--- src/sv/rc2bd_pkg.sv ---
// Shared types, constants and helper functions for the RC2 block decrypter.
`default_nettype none

package rc2bd_pkg;

    localparam int KEY_DEPTH = 64;
    localparam int KEY_AW    = 6;
    localparam int WORD_W    = 16;
    localparam int BLOCK_W   = 64;

    localparam logic [3:0] LAST_ROUND    = 4'd15;
    localparam logic [3:0] MASH_ROUND_HI = 4'd10;
    localparam logic [3:0] MASH_ROUND_LO = 4'd4;
    localparam logic [1:0] WORD_HI       = 2'd3;

    localparam logic [KEY_AW-1:0] FIRST_KEY_ADDR = {LAST_ROUND, WORD_HI};

    localparam logic ACT_KEY     = 1'b0;
    localparam logic ACT_DECRYPT = 1'b1;

    typedef enum logic [1:0] {
        ST_IDLE,
        ST_RUN,
        ST_FINISH
    } t_state;

    // Control from the sequencer to the word datapath and the key table write port
    typedef struct packed {
        logic       key_we;
        logic       load;
        logic       step;
        logic       mash;
        logic [1:0] sel;
    } t_step_ctrl;

    // Right-rotate amount of each word in the inverse mix
    function automatic logic [3:0] rot_amt(input logic [1:0] sel);
        logic [3:0] amt;
        case (sel)
            2'd3:    amt = 4'd5;
            2'd2:    amt = 4'd3;
            2'd1:    amt = 4'd2;
            default: amt = 4'd1;
        endcase
        return amt;
    endfunction

    function automatic logic [WORD_W-1:0] rotr16(input logic [WORD_W-1:0] w,
                                                 input logic [3:0] amt);
        logic [2*WORD_W-1:0] dbl;
        dbl = {w, w} >> amt;
        return dbl[WORD_W-1:0];
    endfunction

endpackage

`default_nettype wire

--- src/sv/rc2bd_ram.sv ---
// Generic single-write, single-read RAM with registered read data.
`default_nettype none

module rc2bd_ram #(
    parameter int WIDTH = 16,
    parameter int DEPTH = 64
) (
    input  wire logic                     i_clk,
    input  wire logic                     i_we,
    input  wire logic [$clog2(DEPTH)-1:0] i_waddr,
    input  wire logic [WIDTH-1:0]         i_wdata,
    input  wire logic [$clog2(DEPTH)-1:0] i_raddr,
    output logic      [WIDTH-1:0]         o_rdata
);

    logic [WIDTH-1:0] r_mem [DEPTH];
    logic [WIDTH-1:0] r_rdata;

    always_ff @(posedge i_clk) begin
        if (i_we) begin
            r_mem[i_waddr] <= i_wdata;
        end
        r_rdata <= r_mem[i_raddr];
    end

    assign o_rdata = r_rdata;

endmodule

`default_nettype wire

--- src/sv/rc2bd_round.sv ---
// Word registers and the shared inverse mix / mash unit, one word per cycle.
`default_nettype none

module rc2bd_round
    import rc2bd_pkg::*;
(
    input  wire logic               i_clk,
    input  wire t_step_ctrl         i_ctl,
    input  wire logic [BLOCK_W-1:0] i_cipher_block,
    input  wire logic [WORD_W-1:0]  i_key,
    output logic      [KEY_AW-1:0]  o_mash_addr,
    output logic      [BLOCK_W-1:0] o_block
);

    // p0 is the word being updated (w_j), p1 = w_j+1, p2 = w_j+2, p3 = w_j-1.
    // After each update the ring turns so the next lower word lands in p0.
    logic [WORD_W-1:0] r_p0, r_p1, r_p2, r_p3;
    logic [WORD_W-1:0] n_p0, n_p1, n_p2, n_p3;
    logic [WORD_W-1:0] mix_f;
    logic [WORD_W-1:0] new_word;

    always_comb begin
        mix_f = (r_p1 & ~r_p3) + (r_p2 & r_p3);
        if (i_ctl.mash) begin
            new_word = r_p0 - i_key;
        end else begin
            new_word = rotr16(r_p0, rot_amt(i_ctl.sel)) - (mix_f + i_key);
        end

        n_p0 = r_p0;
        n_p1 = r_p1;
        n_p2 = r_p2;
        n_p3 = r_p3;
        if (i_ctl.load) begin
            n_p0 = i_cipher_block[63:48];
            n_p1 = i_cipher_block[15:0];
            n_p2 = i_cipher_block[31:16];
            n_p3 = i_cipher_block[47:32];
        end else if (i_ctl.step) begin
            n_p0 = r_p3;
            n_p1 = new_word;
            n_p2 = r_p1;
            n_p3 = r_p2;
        end
    end

    always_ff @(posedge i_clk) begin
        r_p0 <= n_p0;
        r_p1 <= n_p1;
        r_p2 <= n_p2;
        r_p3 <= n_p3;
    end

    // Next mash step reads the key at the word that moves into p3
    assign o_mash_addr = r_p2[KEY_AW-1:0];
    assign o_block     = {r_p0, r_p3, r_p2, r_p1};

endmodule

`default_nettype wire

--- src/sv/rc2bd_seq.sv ---
// Round / word sequencer and key table read address generation.
`default_nettype none

module rc2bd_seq
    import rc2bd_pkg::*;
(
    input  wire logic              i_clk,
    input  wire logic              i_rst_n,
    input  wire logic              i_in_valid,
    input  wire logic              i_action,
    input  wire logic              i_out_free,
    input  wire logic [KEY_AW-1:0] i_mash_addr,
    output logic                   o_in_stall,
    output t_step_ctrl             o_ctl,
    output logic      [KEY_AW-1:0] o_raddr,
    output logic                   o_done
);

    t_state     r_state, n_state;
    logic [3:0] r_round, n_round;
    logic       r_mash, n_mash;
    logic [1:0] r_sel, n_sel;

    logic [3:0] nx_round;
    logic       nx_mash;
    logic [1:0] nx_sel;
    logic       last_step;

    always_ff @(posedge i_clk) begin
        if (!i_rst_n) begin
            r_state <= ST_IDLE;
            r_round <= LAST_ROUND;
            r_mash  <= 1'b0;
            r_sel   <= WORD_HI;
        end else begin
            r_state <= n_state;
            r_round <= n_round;
            r_mash  <= n_mash;
            r_sel   <= n_sel;
        end
    end

    // Step that follows the current one
    always_comb begin
        nx_round = r_round;
        nx_mash  = r_mash;
        nx_sel   = r_sel - 2'd1;
        if (r_sel == '0) begin
            nx_sel = WORD_HI;
            if (r_mash) begin
                nx_mash = 1'b0;
            end else begin
                nx_round = r_round - 4'd1;
                nx_mash  = nx_round inside {MASH_ROUND_HI, MASH_ROUND_LO};
            end
        end
        last_step = (r_round == '0) && !r_mash && (r_sel == '0);
    end

    always_comb begin
        n_state    = r_state;
        n_round    = r_round;
        n_mash     = r_mash;
        n_sel      = r_sel;
        o_in_stall = 1'b1;
        o_done     = 1'b0;
        o_raddr    = FIRST_KEY_ADDR;
        o_ctl      = '0;
        o_ctl.mash = r_mash;
        o_ctl.sel  = r_sel;

        case (r_state)
            ST_IDLE: begin
                o_in_stall = 1'b0;
                if (i_in_valid) begin
                    if (i_action == ACT_DECRYPT) begin
                        o_ctl.load = 1'b1;
                        n_round    = LAST_ROUND;
                        n_mash     = 1'b0;
                        n_sel      = WORD_HI;
                        n_state    = ST_RUN;
                    end else begin
                        o_ctl.key_we = 1'b1;
                    end
                end
            end
            ST_RUN: begin
                o_ctl.step = 1'b1;
                // Prefetch the key for the next step; mash keys come from the words
                o_raddr    = nx_mash ? i_mash_addr : {nx_round, nx_sel};
                if (last_step) begin
                    n_state = ST_FINISH;
                end else begin
                    n_round = nx_round;
                    n_mash  = nx_mash;
                    n_sel   = nx_sel;
                end
            end
            ST_FINISH: begin
                if (i_out_free) begin
                    o_done  = 1'b1;
                    n_state = ST_IDLE;
                end
            end
            default: begin
                n_state = ST_IDLE;
            end
        endcase
    end

endmodule

`default_nettype wire

--- src/sv/rc2_block_decrypt.sv ---
// RC2 ECB block decrypter: key table, sequencer, shared round unit, output register.
// A decrypt request, once accepted, runs through 72 word steps (16 rounds of four
// words plus two mashing passes of four), one per cycle through the single round unit
// and key table read port, then a finish state that waits for a free output register.
// No new block or key load is taken until the sequencer is back in idle.
// Reset (synchronous, active low) clears the sequencer and the output valid; the
// key table is not cleared and must be loaded before decrypting.
`default_nettype none

module rc2_block_decrypt
    import rc2bd_pkg::*;
(
    input  wire logic               i_clk,
    input  wire logic               i_rst_n,
    input  wire logic               i_in_valid,
    output logic                    o_in_stall,
    input  wire logic               i_action,
    input  wire logic [KEY_AW-1:0]  i_key_index,
    input  wire logic [WORD_W-1:0]  i_key_word,
    input  wire logic [BLOCK_W-1:0] i_cipher_block,
    input  wire logic               i_final_block,
    output logic                    o_out_valid,
    input  wire logic               i_out_stall,
    output logic      [BLOCK_W-1:0] o_plain_block,
    output logic                    o_final_out
);

    t_step_ctrl         ctl;
    logic [KEY_AW-1:0]  raddr;
    logic [KEY_AW-1:0]  mash_addr;
    logic [WORD_W-1:0]  key;
    logic [BLOCK_W-1:0] block;
    logic               done;
    logic               out_free;

    logic               r_final;
    logic               r_out_valid;
    logic [BLOCK_W-1:0] r_plain_block;
    logic               r_final_out;

    assign out_free = !r_out_valid || !i_out_stall;

    rc2bd_seq u_seq (
        .i_clk       (i_clk),
        .i_rst_n     (i_rst_n),
        .i_in_valid  (i_in_valid),
        .i_action    (i_action),
        .i_out_free  (out_free),
        .i_mash_addr (mash_addr),
        .o_in_stall  (o_in_stall),
        .o_ctl       (ctl),
        .o_raddr     (raddr),
        .o_done      (done)
    );

    rc2bd_ram #(
        .WIDTH (WORD_W),
        .DEPTH (KEY_DEPTH)
    ) u_key_ram (
        .i_clk   (i_clk),
        .i_we    (ctl.key_we),
        .i_waddr (i_key_index),
        .i_wdata (i_key_word),
        .i_raddr (raddr),
        .o_rdata (key)
    );

    rc2bd_round u_round (
        .i_clk          (i_clk),
        .i_ctl          (ctl),
        .i_cipher_block (i_cipher_block),
        .i_key          (key),
        .o_mash_addr    (mash_addr),
        .o_block        (block)
    );

    always_ff @(posedge i_clk) begin
        if (ctl.load) begin
            r_final <= i_final_block;
        end
        if (done) begin
            r_plain_block <= block;
            r_final_out   <= r_final;
        end
    end

    always_ff @(posedge i_clk) begin
        if (!i_rst_n) begin
            r_out_valid <= 1'b0;
        end else if (done) begin
            r_out_valid <= 1'b1;
        end else if (!i_out_stall) begin
            r_out_valid <= 1'b0;
        end
    end

    assign o_out_valid   = r_out_valid;
    assign o_plain_block = r_plain_block;
    assign o_final_out   = r_final_out;

endmodule

`default_nettype wire

--- config.mk ---
export PLATFORM = sky130hd
export DESIGN_NAME = rc2_block_decrypt
export DESIGN_NICKNAME = d
export VERILOG_FILES = /design/src/sv/rc2bd_pkg.sv /design/src/sv/rc2bd_ram.sv /design/src/sv/rc2bd_round.sv /design/src/sv/rc2bd_seq.sv /design/src/sv/rc2_block_decrypt.sv
export SDC_FILE = /design/constraint.sdc
export NUM_CORES = 1
export LEC_CHECK = 0
export BUFFER_PORTS_ARGS = -buffer_cell sky130_fd_sc_hd__buf_2
export CAP_MARGIN = 0
export CORE_MARGIN = 10
export CORE_UTILIZATION = 60
export CTS_CLUSTER_DIAMETER = 100
export DETAILED_ROUTE_END_ITERATION = 10
export PLACE_DENSITY_LB_ADDON = 0.2
export SLEW_MARGIN = 20
export SYNTH_ARGS = -nofsm -noshare
export SYNTH_HDL_FRONTEND = slang
export SYNTH_SLANG_ARGS = --single-unit
--- constraint.sdc ---
create_clock -name i_clk -period 15.05 [get_ports i_clk]
set_input_delay 1.505 -clock i_clk [delete_from_list [all_inputs] [get_ports i_clk]]
set_output_delay 1.505 -clock i_clk [all_outputs]
set_load 0.005 [all_outputs]
# Word level (Yosys, flattened, before mapping)

Memory sizes are Yosys's and may differ from the RTL's. A register that Yosys moved wholly into a read port is not among the register bits.
Index checks and enable logic that the tools add are counted.

Register bits: 140
Memory bits (writable): 1024
Input port bits: 92
Logic and storage cells: 97
Memories: 1

$add $sub $neg: 6
Equal/unequal tests: 13
Shift-type cells: 1
Muxes and demuxes: 47
Bitwise logic cells: 3
Reductions and logical operators: 14

Memory list:

| name            | words | bits a word | rd ports | clocked after memory_dff | write ports | RTL line        | RTL |
|---|---|---|---|---|---|---|---|
| u_key_ram.r_mem | 64    | 16          | 1        | 1                        | 1           | rc2bd_ram.sv:16 | `logic [WIDTH-1:0] r_mem [DEPTH];` |

Operators with widths:

| operator                                               | count |
|---|---|
| 2-to-1 mux 16 bit                                      | 9 |
| adder 16 bit                                           | 2 |
| bitwise AND 16 bit                                     | 2 |
| right shift 32 x 4 -> 16 bit                           | 1 |
| subtractor 16 bit                                      | 2 |
| 2-to-1 mux 4 bit                                       | 6 |
| 2-to-1 mux 2 bit                                       | 10 |
| inverter 16 bit                                        | 1 |
| 2-to-1 mux 1 bit                                       | 15 |
| 2-to-1 mux 6 bit                                       | 2 |
| case mux 3 bit (3 select lines)                        | 1 |
| inequality test 2 bit (second input constant)          | 4 |
| case mux 4 bit (2 select lines)                        | 1 |
| AND reduction 4 bit                                    | 2 |
| == test 2 bit (second input constant)                  | 3 |
| case mux 2 bit (3 select lines)                        | 1 |
| nonzero test 2 bit                                     | 3 |
| == test 2 x 1 -> 1 bit (second input constant)         | 2 |
| == test 4 x 3 -> 1 bit (second input constant)         | 1 |
| == test 4 bit (second input constant)                  | 1 |
| logical NOT 2 bit                                      | 2 |
| logical NOT 4 bit                                      | 1 |
| inequality test 2 x 1 -> 1 bit (second input constant) | 2 |
| case mux 2 bit (2 select lines)                        | 1 |
| other kinds (6)                                        | 9 |

# Logic depth before layout (Yosys ltp)

Gate-level depths: netlist of run 1.

Depth in word-level cells: 8
Depth in mapped cells: 21
Gate-level depth less buffers: 19

# By module

A second synthesis of run 1 with hierarchy kept.

Cell total of the unflattened synthesis: 2546
Area, all modules: 48716.7 sq um

Modules (own cells, without submodules):

| module            | times used | cells an instance | area an instance (sq um) | sequential area each (sq um) |
|---|---|---|---|---|
| rc2bd_ram         | 1          | 1829              | 40042.2                  | 31069.8 |
| rc2bd_round       | 1          | 544               | 5884.4                   | 1921.8 |
| rc2_block_decrypt | 1          | 70                | 2016.9                   | 2001.9 |
| rc2bd_seq         | 1          | 103               | 773.2                    | 180.2 |

# Worst setup path before layout of run 1

No wires, ideal clock.

Path kind: input -> register
Start: input port i_out_stall
End: register r_final_out, in the netlist o_final_out (enable)
Library setup time: 0.510 ns
Data arrival time: 4.684 ns
Required time: 14.540 ns
Slack: 9.857 ns
Stages: 1
Path buffers: 0
Cell sequence: a21oi_1

Cells in the longest elaborated chain, start to end: 4

RTL lines:

| item                 | RTL line                | RTL |
|---|---|---|
| start, declared      | rc2_block_decrypt.sv:23 | `input wire logic i_out_stall,` |
| logical NOT 1 bit    | --                      |  |
| logical OR 1 bit     | rc2_block_decrypt.sv:41 | `assign out_free = !r_out_valid \|\| !i_out_stall;` |
| 2-to-1 mux 1 bit     | rc2bd_seq.sv:100        | `if (i_out_free) begin` |
| 2-to-1 mux 1 bit     | rc2bd_seq.sv:72         | `case (r_state)` |
| end signal, assigned | rc2_block_decrypt.sv:83 | `r_final_out <= r_final;` |
| end, declared        | rc2_block_decrypt.sv:39 | `logic r_final_out;` |

No other way between the ends.
A chain may end at the register's enable or synchronous reset.

# Worst setup path in the final report of run 1

Start: register u_seq.r_sel[0]
End: register u_key_ram.r_rdata[11], in the netlist u_key_ram.o_rdata[11], read port of u_key_ram.r_mem

Cells in the longest elaborated chain, start to end: 4
Elaborated cells on any way between the ends: 7

RTL lines:

| item                                                                  | RTL line                         | RTL |
|---|---|---|
| start, declared                                                       | rc2bd_seq.sv:22                  | `logic [1:0] r_sel, n_sel;` |
| start signal, assigned                                                | rc2bd_seq.sv:39                  | `r_sel <= n_sel;` |
| subtractor 2 x 1 -> 2 bit / logical NOT 2 bit (equally long branches) | rc2bd_seq.sv:47, rc2bd_seq.sv:48 |  |
| 2-to-1 mux 2 bit (tied with other cells)                              | rc2bd_seq.sv:48                  | `if (r_sel == '0) begin` |
| 2-to-1 mux 6 bit (*)                                                  | rc2bd_seq.sv:90                  | `o_raddr = nx_mash ? i_mash_addr : {nx_round, nx_sel};` |
| 2-to-1 mux 6 bit (*)                                                  | rc2bd_seq.sv:72                  |  |
| end, declared                                                         | rc2bd_ram.sv:17                  | `logic [WIDTH-1:0] r_rdata;` |

Mark *: on every way between the ends. The rest lies on a longest branch, timed or not.

==> impl_metrics.toml, run 1 <==
[global_routing]
track_usage_pct = 26.4
grt_max_degree = 168
gr-total-overflow = 0
first_global_vias = 29700
antenna_found_initial = 6
grt_pass1_wl_um = 189000

[sta]
finalClockSkew_ps = 16.5
finalSetupViolations = 0
hold_violations = 0
finalSetupTns_ps = 0
maxSlewViolCount = 0
fmax_ghz = 0.151
fin_crit_ps = 6610
worst_pin_slew_ps = 1170
maxSlewHeadroom_pct = 21.8
min_period_over_period_pct = 43.9
layout_setup_ws_ps = 8440
rsz0062_at_grt = "false"

[logic_synthesis]
synth_warnings = 0
synth-seq-cells = 1180
synth_top_area_share_pct = 69.9
synth_area_leaders = "edfxtp_1 70%, nand2_1 7.4%, mux2i_1 2.4%"
synth_nets = 3865
synthCells = 3703
yosysSeqAreaShare_pct = 71.0
synth-edff-count = 1154
ys_types = 73
async_reset_ff_share_pct = 0
syn_avg_cell_area_um2 = 13.4
syn_area_um2 = 49600
yosysTopAreaCell = "edfxtp_1"
yosys_most_used_dff = "edfxtp_1"

[final_layout]
drive_above_1_share_pct = 12.4
fin_nets = 4019
final_util_pct = 67.1
synthToLayoutAreaGrowth_pct = 11.1

[setup_path]
arrival_ps = 7120
worstPathRequired_ps = 15560
cp-start-kind = "flip-flop"
worstSetupEndpointType = "flip-flop"
path_class = "flip-flop to flip-flop"
path_common_cell = "inv_1"
path_cells = "inv_1 > ha_1 > inv_1 > o31ai_1 > o31a_2 > buf_12 > buf_4 > nor2b_1 > a211oi_1 > a311o_1 > nand2_1 > o41ai_1 > o221ai_1"
critPathMaxFanout = 166
cp_slowest_cell = "o31a_2"
critPathMaxStageDelay_ps = 890

[clock_network]
htreeDepth = 3
cts_setup_buffers = 0
ctsResizeCount = 0
clk_pin_slew_ps = 60
holdBufCountCts = 0
cts_made_buffers = 113
cts.sinks = 1180
cts_tree = "built"
insertion_delay_ps = 690
cts_root_buffer = "clkbuf_16"
cts_buffer_depth = 3

[placement]
place_congestion = 0.850
dpl.hpwl_um = 74900
port_buffers = 158
preCtsSetupSlack_ps = 8420

[routing]
ant_nets = 0
drt_pass1_iterations = 8
wl_per_cell_um = 25.4
via_count = 31200
post_drt_via_cell_ratio = 6.22
drc_errors = 0
drtIter0Drc = 4261
drt-total-wl_um = 127000

[floorplan]
die_w_um = 307
die_area_um2 = 94500
core_um2 = 82000
start_util_pct = 60.4
placementRows = 105
io_pins = 159
die_y_um = 307

[flow_run]
cap_viol_max_count = 0

[power_and_ir_drop]
p_leak_nw = 19.6
vdd_ir_drop_max_v = 0.000108
power_density_nw_per_um2 = 137

[worst_hold_path]
hold_path.class = "flip-flop to flip-flop"

[status]
status = "finished clean"
[state kept, by name, indices dropped and copies added (netlist names), 2 cells and up]
name,flops
u_round.r_p2,16
u_seq.r_sel,2
o_plain_block,64
u_key_ram.r_mem,1024
u_seq.r_state,2
u_key_ram.o_rdata,16
u_round.r_p0,16
u_round.r_p1,16
u_round.r_p3,16
u_seq.r_round,4
[cell usage after synthesis (all sizes together) (17+ instances only)]
master  instances
nand4          17
ha             39
fa             31
buf           105
a311oi         66
dfxtp          26
inv            57
o21ai          85
nand2         985
nor2b          63
clkbuf        112
mux2i         119
and3           87
a211oi         37
a311o          32
mux2           41
a31oi          18
a32o           32
edfxtp       1154
xnor2          17
nor2          110
a21oi          44
nand3         236
[stage by stage]
| stage | hold WS [ps] | instances | power, mW | area [µm²] |
|---|---|---|---|---|
| 6_report | 428 | 5021 | 7.54 | 55000 |
| 2_1_floorplan | 400 | 3703 | 4.56 | 49600 |
| 3_5_place_dp | 414 | 4812 | 4.88 | 51500 |
| 3_3_place_gp | 403 | 4812 | 4.86 | 51500 |
| 5_1_grt | 451 | 5019 | 7.82 | 55000 |
| 4_1_cts | 428 | 5019 | 7.55 | 55000 |
[worst max-delay path, delay by kind of cell (launching register included)]
family,cells,cell delay (ps)
AND/OR/NAND/NOR,2,170
AO/OA/AOI/OAI,6,3110
buffers and inverters,4,1760
adder cells (fa/ha/maj),1,840
flip-flops,1,400
[layer usage]
layer	track usage (%)	part of all wire (%)	vias to the layer above
met3	5.04	11	230
met2	41.1	47	1630
li1	-	-	14000
met4	9.43	3.2	8
met5	0	0.042	-
met1	37.0	39	15400
[logic make-up after synthesis]
logic type | after synthesis | share of synthesized area, %
buffers and inverters | 275 | 2.54
adder cells (fa/ha/maj) | 70 | 2.24
AO/OA/AOI/OAI | 423 | 6.35
AND/OR/NAND/NOR | 1560 | 13.7
XOR/XNOR | 28 | 0.495
multiplexers | 167 | 3.65
flip-flops | 1180 | 71.0
[where the power goes]
| part | internal [mW] | total (mW) | switching (mW) |
|---|---|---|---|
| clock | 1.54 | 2.72 | 1.18 |
| sequential | 3.71 | 3.76 | 0.0547 |
| combinational | 0.423 | 1.06 | 0.639 |
| total | 5.67 | 7.54 | 1.87 |
[cells in the final DEF, fill, tap and decap left out, types with 17 or more instances in the layout]
cell / n
buf_4: 95
nand2_1: 982
clkinv_2: 22
mux2i_1: 119
a31oi_1: 18
a311oi_1: 65
edfxtp_1: 1154
inv_1: 56
clkinv_1: 26
o21ai_0: 67
nand4_1: 17
nor2b_1: 62
nand3_1: 233
a21oi_1: 43
dfxtp_1: 26
fa_1: 31
xnor2_1: 17
ha_1: 39
buf_2: 158
clkbuf_1: 30
clkbuf_16: 116
mux2_2: 36
a211oi_1: 37
and3_1: 87
a311o_1: 32
nor2_1: 104
a32o_1: 32
[worst paths after layout]
| path | from | endpoint | slack (ps) | cells past startpoint |
|---|---|---|---|---|
| max | u_seq.r_sel[0] | u_key_ram.o_rdata[11] | 8440 | 13 |
| min | r_final | o_final_out | 430 | 0 |
| max reg2reg | u_seq.r_sel[0] | u_key_ram.o_rdata[11] | 8440 | 13 |
| min reg2reg | r_final | o_final_out | 430 | 0 |
[final cells by class]
| cell class | count | area [µm²] |
|---|---|---|
| multi-input cells | 2248 | 13200 |
| flip-flops and latches | 1180 | 35200 |
| well taps | 1070 | 1340 |
| repair buffers | 256 | 1560 |
| fillers | 5647 | 26900 |
| clock inverters | 59 | 487 |
| diodes | 2 | 5.00 |
| inverters | 58 | 218 |
| clock buffers | 148 | 3040 |
Power figures use the tool's default switching activity.
==> inputs of run 2 (changes only) <==
CORE_UTILIZATION = 56   (was 60)
clock period = 5.65 ns   (was 15.05 ns; I/O delays follow)
==> run 2 against run 1 <==
Effect of this change:
- wire length fell by 0.14%
- core utilization is 3.9 points lower
- sequential power grew to 2.7 times the previous value
- clock skew increased by 27 ps
- die area rose by 6.7%
- final cell count increased by 2.8%
- fmax increased by 29%
- first-iteration DRC count decreased by 1.9%
- critical endpoint is now u_key_ram.o_rdata[3]
- largest cell class unchanged
==> impl_metrics.toml, run 2 (synthesis gave the netlist of run 1 again) <==
[placement]
place_congestion = 0.910
port_buffers = 158
preCtsSetupSlack_ps = 654
dpl.hpwl_um = 76300

[setup_path]
path_cells = "inv_1 > ha_1 > nor3b_1 > o21a_1 > o21ai_1 > a21oi_1 > o21a_4 > buf_4 > mux2i_1 > mux2i_1 > a32o_1 > o41ai_1 > o221ai_1"
timing.rr.start = "u_seq.r_round[0]"
worstPathRequired_ps = 6180
cp_num_buf_inv = 2
path_class = "flip-flop to flip-flop"
r2r_end = "u_key_ram.o_rdata[3]"
reg2reg_slack_ps = 520
cp_slowest_cell = "o41ai_1"
r2r_cells = 13
path_common_cell = "mux2i_1"
worstSetupEndpointType = "flip-flop"
cp-start-kind = "flip-flop"
arrival_ps = 5660
critPathMaxStageDelay_ps = 810
critPathTopFamily = "compound AO/OA/AOI/OAI gates"
critPathMaxFanout = 65

[power_and_ir_drop]
vdd_ir_drop_max_v = 0.000280
p_leak_nw = 19.9
net-switching-power_mw = 5.05
power_frac_seq_pct = 49.3
power_density_nw_per_um2 = 365
clkPwrFrac_pct = 36.9
p_int_mw = 15.3
combPwrFrac_pct = 13.8
netSwitchingFraction_pct = 24.8

[sta]
fin_crit_ps = 5130
finalSetupTns_ps = 0
min_period_over_period_pct = 90.8
maxSlewViolCount = 0
finalClockSkew_ps = 43.1
maxSlewHeadroom_pct = 26.5
fmax_ghz = 0.195
worst_pin_slew_ps = 1090
finalSetupViolations = 0
rsz0062_at_grt = "false"
layout_setup_ws_ps = 522
hold_violations = 0

[final_layout]
synthToLayoutAreaGrowth_pct = 12.4
final_cell_mix = "1154 x edfxtp_1, 982 x nand2_1, 233 x nand3_1"
final_common_cell = "edfxtp_1"
top_register = "u_key_ram.r_mem"
fin_nets = 4057
largest_reg_flops = 1024
drive_above_1_share_pct = 13.4

[worst_hold_path]
hold_path.class = "input port to flip-flop"
whs_endpoint = "u_round.r_p2[10]"
whs_path_depth = 3
hp-start = "i_cipher_block[26]"

[routing]
drt_pass1_iterations = 6
drt-total-wl_um = 127000
wl_per_cell_um = 24.6
ant_nets = 0
post_drt_via_cell_ratio = 6.05
drtIter0Drc = 4178
drc_errors = 0
via_count = 31200

[global_routing]
gr-total-overflow = 0
antenna_found_initial = 6
grt_pass1_wl_um = 189000
grt_max_degree = 156
first_global_vias = 30100
track_usage_pct = 24.4

[clock_network]
insertion_delay_ps = 720
holdBufCountCts = 1
cts_root_buffer = "clkbuf_16"
cts_made_buffers = 115
htreeDepth = 3
clk_pin_slew_ps = 60
cts_buffer_depth = 3
ctsResizeCount = 0
cts_tree = "built"
cts.sinks = 1180
cts_setup_buffers = 0

[floorplan]
die_y_um = 317
placementRows = 109
io_pins = 159
core_um2 = 88100
start_util_pct = 56.2
die_area_um2 = 101000
die_w_um = 317

[status]
status = "finished clean"

[flow_run]
cap_viol_max_count = 0
## run 2: metrics by stage
stage / cells / area [µm²] / hold slack [ps] / util [%] / power (mW)
5_1_grt: 5161 / 55700 / 113 / 63.2 / 21.1
6_report: 5161 / 55700 / 112 / 63.2 / 20.4
3_3_place_gp: 4942 / 52000 / 402 / 59.0 / 13.0
2_1_floorplan: 3703 / 49600 / 400 / - / 12.2
3_5_place_dp: 4942 / 52000 / 410 / 59.0 / 13.0
4_1_cts: 5159 / 55700 / 78.4 / 63.2 / 20.4
## run 2: final cells by class
cell class                 count  area, µm²
antenna                        2       5.00
inverter                      58        218
clock buffer                 152       3100
timing repair buffer         292       1950
fill                        6480      32400
tap                         1165       1460
clock inverter                64        614
sequential                  1180      35200
multi-input combinational   2248      13200
## run 2: power groups by stage
stage                     sequential [mW]  combinational, mW  clock (mW)
final                                10.0               2.81        7.52
after global routing                 10.0               3.12        7.94
after CTS                            10.0               2.80        7.59
after detailed placement             10.2               2.78           0
after global placement               10.2               2.74           0
after floorplan                      10.1               2.03           0
## run 2: how the worst max path moves through the flow
stage,slack [ps],cells past startpoint,endpoint,startpoint
5_1_grt,290,12,u_key_ram.o_rdata[0],u_seq.r_sel[0]
4_1_cts,630,12,u_key_ram.o_rdata[0],u_seq.r_sel[0]
3_3_place_gp,750,17,u_round.r_p1[12],u_seq.r_sel[0]
6_report,520,13,u_key_ram.o_rdata[3],u_seq.r_round[0]
3_5_place_dp,650,12,u_key_ram.o_rdata[0],u_seq.r_sel[0]
2_1_floorplan,800,18,u_round.r_p1[14],u_seq.r_sel[0]
## run 2: worst min-delay path: stages
cell and delay (ps):
buf_2 80, nand2_1 40, nand2_1 40
## run 2: layer usage
| metal | wire (µm) | vias up | GRT usage, % |
|---|---|---|---|
| met3 | 11700 | 196 | 4.33 |
| met5 | 0 | - | 0 |
| met1 | 52700 | 15500 | 34.3 |
| met4 | 3350 | 0 | 7.46 |
| li1 | - | 14000 | - |
| met2 | 59400 | 1510 | 38.5 |
